`config.mk`:
```
export PLATFORM = sky130hd
export DESIGN_NAME = round_robin_thread_scheduler
export DESIGN_NICKNAME = d
export VERILOG_FILES = /design/src/hw/rtl/rrts_pkg.sv /design/src/hw/rtl/rrts_ram.sv /design/src/hw/rtl/rrts_engine.sv /design/src/hw/rtl/round_robin_thread_scheduler.sv
export SDC_FILE = /design/constraint.sdc
export NUM_CORES = 1
export LEC_CHECK = 0
export ABC_AREA = 1
export BUFFER_PORTS_ARGS = -buffer_cell sky130_fd_sc_hd__buf_2
export CAP_MARGIN = 20
export CORE_MARGIN = 10
export CORE_UTILIZATION = 55
export DETAILED_ROUTE_END_ITERATION = 6
export GPL_TIMING_DRIVEN = 0
export PLACE_DENSITY = 0.84
export SLEW_MARGIN = 40
export SYNTH_ARGS = -nofsm -noshare
export SYNTH_HDL_FRONTEND = slang
export SYNTH_HIERARCHICAL = 1
export SYNTH_SLANG_ARGS = --single-unit
```
`constraint.sdc`:
```
create_clock -name clk -period 3.8 [get_ports clk]
set_input_delay 0 -clock clk [delete_from_list [all_inputs] [get_ports clk]]
set_output_delay 0 -clock clk [all_outputs]
set_load 0.01 [all_outputs]
```
`src/hw/rtl/rrts_pkg.sv`:
```
// Shared types, constants and helpers for the round-robin thread scheduler.
// No dependencies; imported by every module of the block except the RAM.
package rrts_pkg;

  localparam int NUM_CPUS    = 4;
  localparam int QUEUE_DEPTH = 16;
  localparam int ID_BITS     = 8;

  // Port field widths, fixed by the stream format.
  localparam int FUNC_W   = 3;
  localparam int CPU_IN_W = 2;
  localparam int ID_IN_W  = 8;
  localparam int ACTION_W = 2;
  localparam int COUNT_W  = 5;

  localparam int QADDR_W = $clog2(QUEUE_DEPTH);
  localparam int FILL_W  = $clog2(QUEUE_DEPTH + 1);
  localparam int CPU_W   = (NUM_CPUS > 1) ? $clog2(NUM_CPUS) : 1;
  localparam int CPU_CMP_W = 7;
  localparam int ENTRY_W = 2 * ID_BITS;

  typedef enum logic [FUNC_W-1:0] {
    FN_TICK   = 3'd0,
    FN_ENQ    = 3'd1,
    FN_REMOVE = 3'd2,
    FN_EXIT   = 3'd3,
    FN_READY  = 3'd4
  } func_t;

  typedef enum logic [ACTION_W-1:0] {
    ACT_NONE   = 2'd0,
    ACT_SWITCH = 2'd1,
    ACT_IDLE   = 2'd2
  } action_t;

  typedef enum logic [2:0] {
    ST_IDLE,
    ST_DISPATCH,
    ST_SCAN_RD,
    ST_SCAN_CHK,
    ST_SWITCH,
    ST_POP,
    ST_DONE
  } state_t;

  // Queue entry: thread in the low half, process in the high half.
  typedef struct packed {
    logic [ID_BITS-1:0] proc;
    logic [ID_BITS-1:0] thr;
  } entry_t;

  typedef struct packed {
    logic [FUNC_W-1:0]   func;
    logic [CPU_IN_W-1:0] cpu;
    logic [ID_IN_W-1:0]  thr;
    logic [ID_IN_W-1:0]  proc;
    logic                user;
  } item_t;

  typedef struct packed {
    logic [ACTION_W-1:0] action;
    logic [ID_IN_W-1:0]  run_thread;
    logic [ID_IN_W-1:0]  run_process;
    logic                dropped;
    logic [COUNT_W-1:0]  queue_count;
  } result_t;

  typedef struct packed {
    logic idle;
    logic done;
  } eng_stat_t;

  // Physical slot of logical position i counted from head, with wrap.
  function automatic logic [QADDR_W-1:0] q_slot(input logic [QADDR_W-1:0] h,
                                                input logic [FILL_W-1:0]  i);
    logic [FILL_W:0] s;
    s = (FILL_W + 1)'(h) + (FILL_W + 1)'(i);
    if (s >= (FILL_W + 1)'(QUEUE_DEPTH)) s = s - (FILL_W + 1)'(QUEUE_DEPTH);
    return QADDR_W'(s);
  endfunction

endpackage

```
`src/hw/rtl/rrts_ram.sv`:
```
// Generic single-write, single-read RAM with registered read data.
// No dependencies.
module rrts_ram #(
  parameter int WIDTH = 16,
  parameter int DEPTH = 16
) (
  input  logic                     clk,
  input  logic                     we,
  input  logic [$clog2(DEPTH)-1:0] waddr,
  input  logic [WIDTH-1:0]         wdata,
  input  logic [$clog2(DEPTH)-1:0] raddr,
  output logic [WIDTH-1:0]         rdata
);

  logic [WIDTH-1:0] mem [DEPTH];

  always_ff @(posedge clk) begin
    if (we) begin
      mem[waddr] <= wdata;
    end
    rdata <= mem[raddr];
  end

endmodule

```
`src/hw/rtl/rrts_engine.sv`:
```
// Scheduler sequencer: queue pointers, per-CPU tables and the scan/compare unit.
// Depends on rrts_pkg and rrts_ram (the ready queue storage).
module rrts_engine
  import rrts_pkg::*;
(
  input  logic      clk,
  input  logic      rst,
  input  logic      start,
  input  item_t     in_item,
  input  logic      out_free,
  output eng_stat_t stat,
  output result_t   result
);

  state_t state, state_next;
  item_t  item;

  logic [QADDR_W-1:0] head, head_next;
  logic [FILL_W-1:0]  fill, fill_next;
  logic [FILL_W-1:0]  scan_i, scan_i_next;
  logic [FILL_W-1:0]  kept, kept_next;
  logic [ID_BITS-1:0] scan_key, scan_key_next;
  logic               scan_by_proc, scan_by_proc_next;

  action_t            res_action, res_action_next;
  entry_t             res_run, res_run_next;
  logic               res_dropped, res_dropped_next;

  entry_t             cur [NUM_CPUS];
  logic [NUM_CPUS-1:0] cur_valid;
  logic [NUM_CPUS-1:0] cpu_ready;

  logic               cur_we, valid_we, valid_wval, ready_we;

  logic               ram_we;
  logic [QADDR_W-1:0] ram_waddr, ram_raddr;
  entry_t             ram_wdata, ram_rdata;

  logic [CPU_W-1:0]   cidx;
  logic               cpu_ok;
  entry_t             in_entry;
  entry_t             cur_sel;
  logic [ID_BITS-1:0] scan_field;

  assign cidx     = CPU_W'(item.cpu);
  assign cpu_ok   = CPU_CMP_W'(item.cpu) < CPU_CMP_W'(NUM_CPUS);
  assign in_entry = '{proc: ID_BITS'(item.proc), thr: ID_BITS'(item.thr)};
  assign cur_sel  = cur[cidx];
  assign scan_field = scan_by_proc ? ram_rdata.proc : ram_rdata.thr;

  rrts_ram #(
    .WIDTH (ENTRY_W),
    .DEPTH (QUEUE_DEPTH)
  ) u_queue (
    .clk   (clk),
    .we    (ram_we),
    .waddr (ram_waddr),
    .wdata (ram_wdata),
    .raddr (ram_raddr),
    .rdata (ram_rdata)
  );

  // Next state
  always_comb begin
    state_next = state;
    case (state)
      ST_IDLE: begin
        if (start) state_next = ST_DISPATCH;
      end
      ST_DISPATCH: begin
        case (item.func)
          FN_TICK:   state_next = cpu_ok ? ST_SWITCH : ST_DONE;
          FN_REMOVE: state_next = ST_SCAN_RD;
          FN_EXIT: begin
            if (cpu_ok && item.user) begin
              state_next = cur_valid[cidx] ? ST_SCAN_RD : ST_SWITCH;
            end else begin
              state_next = ST_DONE;
            end
          end
          default:   state_next = ST_DONE;
        endcase
      end
      ST_SCAN_RD: begin
        if (scan_i < fill) begin
          state_next = ST_SCAN_CHK;
        end else begin
          state_next = (item.func == FN_EXIT) ? ST_SWITCH : ST_DONE;
        end
      end
      ST_SCAN_CHK: state_next = ST_SCAN_RD;
      ST_SWITCH: begin
        state_next = (cpu_ready[cidx] && fill != '0) ? ST_POP : ST_DONE;
      end
      ST_POP:  state_next = ST_DONE;
      ST_DONE: begin
        if (out_free) state_next = ST_IDLE;
      end
      default: state_next = ST_IDLE;
    endcase
  end

  // Datapath and table updates
  always_comb begin
    head_next         = head;
    fill_next         = fill;
    scan_i_next       = scan_i;
    kept_next         = kept;
    scan_key_next     = scan_key;
    scan_by_proc_next = scan_by_proc;
    res_action_next   = res_action;
    res_run_next      = res_run;
    res_dropped_next  = res_dropped;
    cur_we            = 1'b0;
    valid_we          = 1'b0;
    valid_wval        = 1'b0;
    ready_we          = 1'b0;
    ram_we            = 1'b0;
    ram_waddr         = '0;
    ram_wdata         = in_entry;
    ram_raddr         = head;
    case (state)
      ST_DISPATCH: begin
        res_action_next  = ACT_NONE;
        res_run_next     = '0;
        res_dropped_next = 1'b0;
        scan_i_next      = '0;
        kept_next        = '0;
        case (item.func)
          FN_ENQ: begin
            if (fill >= FILL_W'(QUEUE_DEPTH)) begin
              res_dropped_next = 1'b1;
            end else begin
              ram_we    = 1'b1;
              ram_waddr = q_slot(head, fill);
              fill_next = fill + 1'b1;
            end
          end
          FN_REMOVE: begin
            scan_key_next     = ID_BITS'(item.thr);
            scan_by_proc_next = 1'b0;
          end
          FN_EXIT: begin
            if (cpu_ok && item.user && cur_valid[cidx]) begin
              valid_we          = 1'b1;
              valid_wval        = 1'b0;
              scan_key_next     = cur_sel.proc;
              scan_by_proc_next = 1'b1;
            end
          end
          FN_READY: ready_we = cpu_ok;
          default: ;
        endcase
      end
      ST_SCAN_RD: begin
        ram_raddr = q_slot(head, scan_i);
        if (!(scan_i < fill)) fill_next = kept;
      end
      ST_SCAN_CHK: begin
        if (scan_field != scan_key) begin
          ram_we    = 1'b1;
          ram_waddr = q_slot(head, kept);
          ram_wdata = ram_rdata;
          kept_next = kept + 1'b1;
        end
        scan_i_next = scan_i + 1'b1;
      end
      ST_SWITCH: begin
        ram_raddr = head;
        if (!(cpu_ready[cidx] && fill != '0) && item.func == FN_EXIT) begin
          res_action_next = ACT_IDLE;
        end
      end
      ST_POP: begin
        // Pop the head; the old current thread (if any) lands at the new tail.
        head_next = q_slot(head, FILL_W'(1));
        if (cur_valid[cidx]) begin
          ram_we    = 1'b1;
          ram_waddr = q_slot(head, fill);
          ram_wdata = cur_sel;
        end else begin
          fill_next = fill - 1'b1;
        end
        cur_we          = 1'b1;
        valid_we        = 1'b1;
        valid_wval      = 1'b1;
        res_action_next = ACT_SWITCH;
        res_run_next    = ram_rdata;
      end
      default: ;
    endcase
  end

  always_ff @(posedge clk) begin
    if (rst) begin
      state     <= ST_IDLE;
      head      <= '0;
      fill      <= '0;
      cur_valid <= '0;
      cpu_ready <= '0;
    end else begin
      state <= state_next;
      head  <= head_next;
      fill  <= fill_next;
      if (valid_we) cur_valid[cidx] <= valid_wval;
      if (ready_we) cpu_ready[cidx] <= 1'b1;
    end
  end

  always_ff @(posedge clk) begin
    if (start && state == ST_IDLE) item <= in_item;
    if (cur_we) cur[cidx] <= ram_rdata;
    scan_i       <= scan_i_next;
    kept         <= kept_next;
    scan_key     <= scan_key_next;
    scan_by_proc <= scan_by_proc_next;
    res_action   <= res_action_next;
    res_run      <= res_run_next;
    res_dropped  <= res_dropped_next;
  end

  assign stat.idle = (state == ST_IDLE);
  assign stat.done = (state == ST_DONE) && out_free;

  assign result.action      = res_action;
  assign result.run_thread  = ID_IN_W'(res_run.thr);
  assign result.run_process = ID_IN_W'(res_run.proc);
  assign result.dropped     = res_dropped;
  assign result.queue_count = COUNT_W'(fill);

endmodule

```
`src/hw/rtl/round_robin_thread_scheduler.sv`:
```
// Round-robin thread scheduler, top level: stream ports and result register.
// Depends on rrts_pkg and rrts_engine (which holds rrts_ram).
//
// A ready queue of (thread, process) entries shared by four CPUs, each with a
// current thread and a ready flag. Each input beat is one event (s_tuser):
// timer tick, enqueue, remove a thread, exit of the current thread, or mark a
// CPU ready; each event yields exactly one output beat with the action taken
// on the CPU, the thread it now runs, a drop flag for a refused enqueue, and
// the queue fill after the event. One event is in flight at a time; s_tready
// is low while it works and during reset. Enqueue, ready and ignored events
// go from dispatch straight to the result; a tick passes a switch check and,
// when it switches, a pop, and a user-mode exit with no current thread takes
// the same path. A thread removal sweeps the queue through the single-read
// queue RAM, with a read state and a check state per queued entry; a user-mode
// exit with a current thread sweeps the same way and then switches.
// The result sits in an output register, so the next event is taken while a
// result still waits for m_tready; a finished event only stalls if the prior
// result has not yet been taken. No clearing pass is needed after reset.
module round_robin_thread_scheduler
  import rrts_pkg::*;
(
  input  logic                clk,
  input  logic                rst,
  input  logic                s_tvalid,
  output logic                s_tready,
  // [1:0] cpu_id, [9:2] thread_id, [17:10] process_id, [18] user_mode, rest 0
  input  logic [23:0]         s_tdata,
  // [2:0] func
  input  logic [FUNC_W-1:0]   s_tuser,
  output logic                m_tvalid,
  input  logic                m_tready,
  // [7:0] run_thread, [15:8] run_process, [16] dropped, [21:17] queue_count
  output logic [23:0]         m_tdata,
  // [1:0] action
  output logic [ACTION_W-1:0] m_tuser
);

  item_t     in_item;
  eng_stat_t stat;
  result_t   eng_res;
  result_t   out_res;
  logic      start;
  logic      out_free;

  assign in_item.func = s_tuser;
  assign in_item.cpu  = s_tdata[1:0];
  assign in_item.thr  = s_tdata[9:2];
  assign in_item.proc = s_tdata[17:10];
  assign in_item.user = s_tdata[18];

  // No beat is taken while reset is held.
  assign s_tready = stat.idle && !rst;
  assign start    = s_tvalid && s_tready;
  // Output register may be reloaded when empty or being drained this cycle.
  assign out_free = !m_tvalid || m_tready;

  rrts_engine u_engine (
    .clk      (clk),
    .rst      (rst),
    .start    (start),
    .in_item  (in_item),
    .out_free (out_free),
    .stat     (stat),
    .result   (eng_res)
  );

  always_ff @(posedge clk) begin
    if (rst) begin
      m_tvalid <= 1'b0;
    end else if (stat.done) begin
      m_tvalid <= 1'b1;
    end else if (m_tready) begin
      m_tvalid <= 1'b0;
    end
  end

  always_ff @(posedge clk) begin
    if (stat.done) out_res <= eng_res;
  end

  assign m_tuser = out_res.action;
  assign m_tdata = {2'b00, out_res.queue_count, out_res.dropped,
                    out_res.run_process, out_res.run_thread};

`ifndef SYNTHESIS
  // A result is never produced over one that is still held.
  a_no_overwrite: assert property (@(posedge clk) disable iff (rst)
    stat.done |-> (!m_tvalid || m_tready))
    else $error("result produced while output register is full");

  // One event at a time: after an accept the block is busy.
  a_busy_after_accept: assert property (@(posedge clk) disable iff (rst)
    start |=> !s_tready)
    else $error("input accepted while an event is in flight");

  // Reported fill never exceeds the queue depth.
  a_fill_bound: assert property (@(posedge clk) disable iff (rst)
    m_tvalid |-> (m_tdata[21:17] <= COUNT_W'(QUEUE_DEPTH)))
    else $error("queue count beyond depth");

  // Run fields are zero unless the CPU switched.
  a_run_zero: assert property (@(posedge clk) disable iff (rst)
    (m_tvalid && m_tuser != ACT_SWITCH) |-> (m_tdata[15:0] == '0))
    else $error("run fields set without a switch");
`endif

endmodule
```
# Word-level counts from Yosys, hierarchy flattened

Memories as Yosys holds them, arrays and structs flattened. A register that Yosys moved wholly into a read port is not among the register bits.
Cells that the tools add are included.

Add/subtract/negate cells: 12
Reductions and logical operators: 26
Eq/ne operators: 20
Bitwise operators: 1
Magnitude comparators: 8
Muxes and demuxes: 64

Operator list:

| kind                                                               | number |
|---|---|
| case mux 16 bit (2 select lines)                                   | 2 |
| 2-to-1 mux 4 bit                                                   | 9 |
| 2-to-1 mux 16 bit                                                  | 2 |
| 2-to-1 mux 5 bit                                                   | 5 |
| case mux 3 bit (7 select lines)                                    | 1 |
| 2-to-1 mux 1 bit                                                   | 20 |
| case mux 5 bit (2 select lines)                                    | 2 |
| adder 4 x 5 -> 6 bit                                               | 3 |
| greater-or-equal comparator 6 x 5 -> 1 bit (second input constant) | 3 |
| 2-to-1 mux 8 bit                                                   | 2 |
| case mux 8 bit (2 select lines)                                    | 1 |
| subtractor 4 x 1 -> 4 bit (second input constant)                  | 4 |
| adder 5 x 1 -> 5 bit (second input constant)                       | 3 |
| 2-to-1 mux 3 bit                                                   | 5 |
| case mux 5 bit (3 select lines)                                    | 1 |
| equality test 3 x 2 -> 1 bit (second input constant)               | 4 |
| equality test 3 bit (second input constant)                        | 4 |
| case mux 4 bit (3 select lines)                                    | 1 |
| greater-or-equal comparator 5 bit (second input constant)          | 2 |
| inequality test 2 bit (second input constant)                      | 5 |
| case mux 3 bit (3 select lines)                                    | 1 |
| logical AND 1 bit                                                  | 8 |
| 2-to-1 mux 2 bit                                                   | 4 |
| inequality test 2 x 1 -> 1 bit (second input constant)             | 4 |
| 23 further kinds                                                   | 35 |

Flip-flop bits (word level): 105
Memories: 2
Memory bits (writable): 320
Word-level logic and storage cells: 157

Memory list:

| memory               | depth | bits a word | rd ports | clocked after Yosys merged registers in | wr ports | RTL line          | text |
|---|---|---|---|---|---|---|---|
| u_engine.u_queue.mem | 16    | 16          | 1        | 1                                       | 1        | rrts_ram.sv:15    | `logic [WIDTH-1:0] mem [DEPTH];` |
| u_engine.cur         | 4     | 16          | 1        | 1                                       | 1        | rrts_engine.sv:29 | `entry_t cur [NUM_CPUS];` |

# Depth between registers and ports, before layout

Word-level depth: 7
Mapped depth: 16
Mapped depth without buffers: 14

# Modules after synthesis

The synthesis kept the hierarchy.

Modules (own cells, without submodules):

| module                       | cells each | times used | area an instance (um^2) |
|---|---|---|---|
| rrts_ram                     | 1,074      | 1          | 11,380.9 |
| rrts_engine                  | 811        | 1          | 7,338.3 |
| round_robin_thread_scheduler | 35         | 1          | 802.0 |

# Least setup slack after synthesis

No wires, ideal clock.

Kind: register to register
Start point: register u_engine.state[0]
End point: memory u_engine.u_queue.mem[12][0] (enable)
Cell stages (with the launch flop): 11
Setup time: 0.388 ns
Path buffers: 2
Data required time: 3.412 ns
Arrival time: 2.453 ns
Path slack: 0.958 ns
Cells stage by stage: dfxtp_1 -> buf_4 -> inv_1 -> nor2_2 -> nand2_1 -> inv_1 -> buf_2 -> nand2_1 -> o21ai_0 -> nand3_1 -> nor2_1

Elaborated cells on any way between the ends: 7
Classes of those cells: eq/ne (3); mux (4)

RTL lines:

| item                                              | RTL line           | text |
|---|---|---|
| start, declared                                   | rrts_engine.sv:15  | `state_t state, state_next;` |
| start signal, assigned                            | rrts_engine.sv:202 | `state <= state_next;` |
| equality test 3 bit, or another cell as far along | rrts_engine.sv:122 | `case (state)` |
| case mux 4 bit (3 select lines) *                 | rrts_engine.sv:122 |  |
| net u_engine.ram_waddr[3]                         | rrts_engine.sv:36  | `logic [QADDR_W-1:0] ram_waddr, ram_raddr;` |
| end, declared                                     | rrts_ram.sv:15     |  |

Mark *: on every way through the listed nets, which the timed path passes. The rest lies on a longest branch.

# Worst setup path in the final report

Start point: register u_engine.state[0]
End point: memory u_engine.u_queue.mem[12][6] (enable)

The elaborated chain is that of the path after synthesis.

==> flow_metrics.py <==
metrics = {
    "clock_network": {
        "path_clk_slew_ps": 60,
        "cts_sinks": 443,
        "cts_tree": "yes",
        "h-tree-depth": 2,
        "cts_buffers": 44,
        "clock_path_buffers": 3,
        "root_buffer": "clkbuf_16",
        "insertion_delay_ps": 580,
    },
    "worst_setup_path": {
        "timing.critical_path.fanout_max": 15,
        "crit_required_ps": 4070,
        "crit_chain": "buf_4, inv_1, nor2_2, nand2_1, inv_1, buf_2, nand2_1, o21ai_0, nand3_1, nor2_4, buf_12",
        "cp_num_buf_inv": 5,
        "r2r-end": "u_engine/u_queue/mem[12][6]",
        "worstSetupPathType": "flip-flop to flip-flop",
        "start_kind": "flip-flop",
        "cp_top_family": "simple AND/OR/NAND/NOR gates",
        "reg2regPathDepth": 11,
        "cp.arrival_ps": 3940,
        "slowest_delay_ps": 540,
        "cp_slowest_cell": "nand3_1",
        "r2r_slack_ps": 140,
        "end_kind": "flip-flop",
        "timing.rr.start": "u_engine/state[0]",
    },
    "worst_hold_path": {
        "min_path_type": "input pin to flip-flop",
        "min-delay-start": "s_tvalid",
        "min_delay_path_depth": 6,
        "holdPathEnd": "u_engine/state[0]",
    },
    "synthesis": {
        "postSynthCellCount": 1920,
        "seq_area_frac_synth_pct": 66.15,
        "synth.distinct_cells": 42,
        "yosysTopAreaCell": "edfxtp_1",
        "syn_area_per_cell_sq_um": 10.17,
        "synth.area.top_cells": "edfxtp_1 62%, nand2_1 11%, nand3_1 6.7%",
        "ys.flop_type": "edfxtp_1",
        "synth_area_sq_um": 19520,
        "async_flop_share_pct": 0,
        "synth_top_area_share_pct": 62.15,
        "synth_edf_count": 404,
        "ys_seq_elements": 443,
        "yosysWarnings": 6,
    },
    "timing": {
        "relSlewSlack_pct": 41.97,
        "fin_setup_tns_ps": 0,
        "clock_skew_ps": 22.27,
        "worst-slew-pin-transition_ps": 868.3,
        "finalHoldViolCount": 0,
        "holdWs_ps": 53.35,
        "setup_viol": 0,
        "period_share_pct": 96.39,
        "maxSlewViolCount": 0,
        "max_freq_mhz": 273.0,
        "final.min_clock_period_ps": 3663,
        "rsz0062_at_grt": "no",
    },
    "floorplanning": {
        "die_x_um": 208.4,
        "die_height_um": 208.4,
        "die_area_sq_um": 43430,
        "core_area_sq_um": 34800,
        "start_util_pct": 56.10,
        "rows": 68,
        "ioPinCount": 59,
    },
    "status": {
        "status": "complete, no violations",
    },
    "power": {
        "power.leakage_uw": 0.009390,
        "p_per_area_nw_per_um2": 599.7,
        "finalPower_uw": 13410,
        "ir_drop_mv": 0.4784,
    },
    "layout": {
        "fin_nets": 2112,
        "drive_above_1_share_pct": 10.86,
        "design_area_sq_um": 22370,
        "final_cell_mix": "558 x nand2_1, 404 x edfxtp_1, 287 x inv_1, 263 x nand3_1, 94 x nor2_1",
        "diodes": 0,
        "final_common_cell": "nand2_1",
        "area_growth_pct": 14.57,
    },
    "routing": {
        "dr_wl_met3_um": 5493,
        "wl_per_cell_um": 20.52,
        "vias": 14379,
        "drc": 0,
        "ant_nets": 0,
        "met1_length_um": 19660,
        "met2_length_um": 24610,
        "top_layer_used": "met4",
        "viasPerCell": 5.650,
        "drt-initial-drc-count": 1857,
        "firstDrtPassIters": 6,
        "totalWireLength_um": 52230,
    },
    "placement": {
        "port_buffers": 51,
        "place.gp.congestion": 0.9767,
        "dpl_cell_area_sq_um": 20500,
        "hpwl_um": 33960,
    },
    "global_route": {
        "grt_usage_pct": 23.14,
        "antenna_found_initial": 1,
        "grt_pass1_wl_um": 77780,
        "grt_max_degree": 27,
        "grt_pass1_vias": 13545,
        "overflow": 0,
    },
    "run": {
        "cap_violations": 0,
    },
}
==> cells by family (layout without fill, tap and decap cells) <==
logic type	Yosys count	after routing	share of synthesized area [%]
other cells	1	2	0.01921
xor+xnor	10	10	0.4486
fa+ha+maj	23	23	1.628
simple gates	972	972	21.02
buf+inv	376	545	8.121
flops	443	443	66.15
compound gates	95	95	2.615
==> repair_timing <==
action                                 in CTS  in global routing
hold buffers                               25                  0
endpoints found under the hold margin      39                  0
setup endpoints to repair                   0                192
buffers inserted                            0                 12
resized for setup                           0                  0
==> Yosys cell counts (3+ instances only) <==
cell type  instances
a21oi_1           38
buf_2             24
buf_4             24
buf_6              6
clkbuf_1          23
dfxtp_1           39
edfxtp_1         404
fa_1               4
ha_1              19
inv_1            290
inv_2              4
nand2_1          561
nand2_2           10
nand3_1          263
nand3b_1           8
nor2_1           111
nor2_4             3
nor3_1             6
o21ai_0           44
o22ai_1            3
xnor2_1            4
xor2_1             6
==> per-layer routing <==
layer,vias to the layer above,global-route usage (%)
met1,6807,30.06
met3,151,4.164
met5,-,0
met4,0,11.48
met2,868,36.76
li1,6553,-
==> where the power goes <==
group	switching [uW]	leakage, uW	internal (uW)
clock network	1800	0.000658	2360
registers	304	0.00397	5900
logic	2240	0.00476	802
total	4350	0.00939	9060
==> sequential cells by signal, summed over array words and instances (netlist names), named ones only <==
register and flops:
u_engine/u_queue/rdata 16, u_engine/cur 64, u_engine/fill 5, u_engine/scan_i 5
u_engine/res_dropped 1, u_engine/state 3, u_engine/scan_key 8, u_engine/scan_by_proc 1
u_engine/cpu_ready 4, m_tuser 2, u_engine/result 16, u_engine/cidx 2
u_engine/cur_valid 4, u_engine/u_queue/mem 256, u_engine/res_action 2, m_tdata 22
u_engine/kept 5, u_engine/item 4, u_engine/head 4, m_tvalid 1
u_engine/in_entry 16
==> layout make-up <==
| class | instances | area [sq um] |
|---|---|---|
| Sequential cell | 443 | 12910 |
| Fill cell | 2503 | 12430 |
| Multi-Input combinational cell | 1102 | 5167 |
| Clock buffer | 59 | 1199 |
| Inverter | 297 | 1122 |
| Timing Repair Buffer | 91 | 763.2 |
| Tap cell | 455 | 569.3 |
| Buffer | 79 | 462.9 |
| Clock inverter | 19 | 168.9 |
==> per-stage QoR <==
| step | instances | utilization [%] | worst slack, ps |
|---|---|---|---|
| floorplan | 1921 | - | 958.2 |
| global placement | 2427 | 58.48 | -251.2 |
| detailed placement | 2430 | 58.91 | 123.6 |
| CTS | 2533 | 63.56 | 101.7 |
| global route | 2545 | 64.27 | 14.25 |
| finish | 2545 | 64.27 | 137.3 |
==> worst register-to-register path, cell delays in order (launching register included) <==
cell	delay [ps]
dfxtp_1	310
buf_4	140
inv_1	60
nor2_2	360
nand2_1	390
inv_1	150
buf_2	270
nand2_1	200
o21ai_0	430
nand3_1	540
nor2_4	310
buf_12	190
==> worst max-delay path by stage <==
stage                      startpoint                      endpoint  slack (ps)  cells past startpoint
global placement    u_engine/state[0]   u_engine/u_queue/mem[12][8]        -250                     10
floorplan           u_engine/state[0]   u_engine/u_queue/mem[12][0]         960                     10
CTS                 u_engine/state[0]   u_engine/u_queue/mem[13][6]         100                     10
finish              u_engine/state[0]   u_engine/u_queue/mem[12][6]         140                     11
global route        u_engine/state[0]    u_engine/u_queue/mem[3][7]          10                     10
detailed placement  u_engine/state[0]  u_engine/u_queue/mem[12][15]         120                     10
Power figures use the tool's default switching activity.
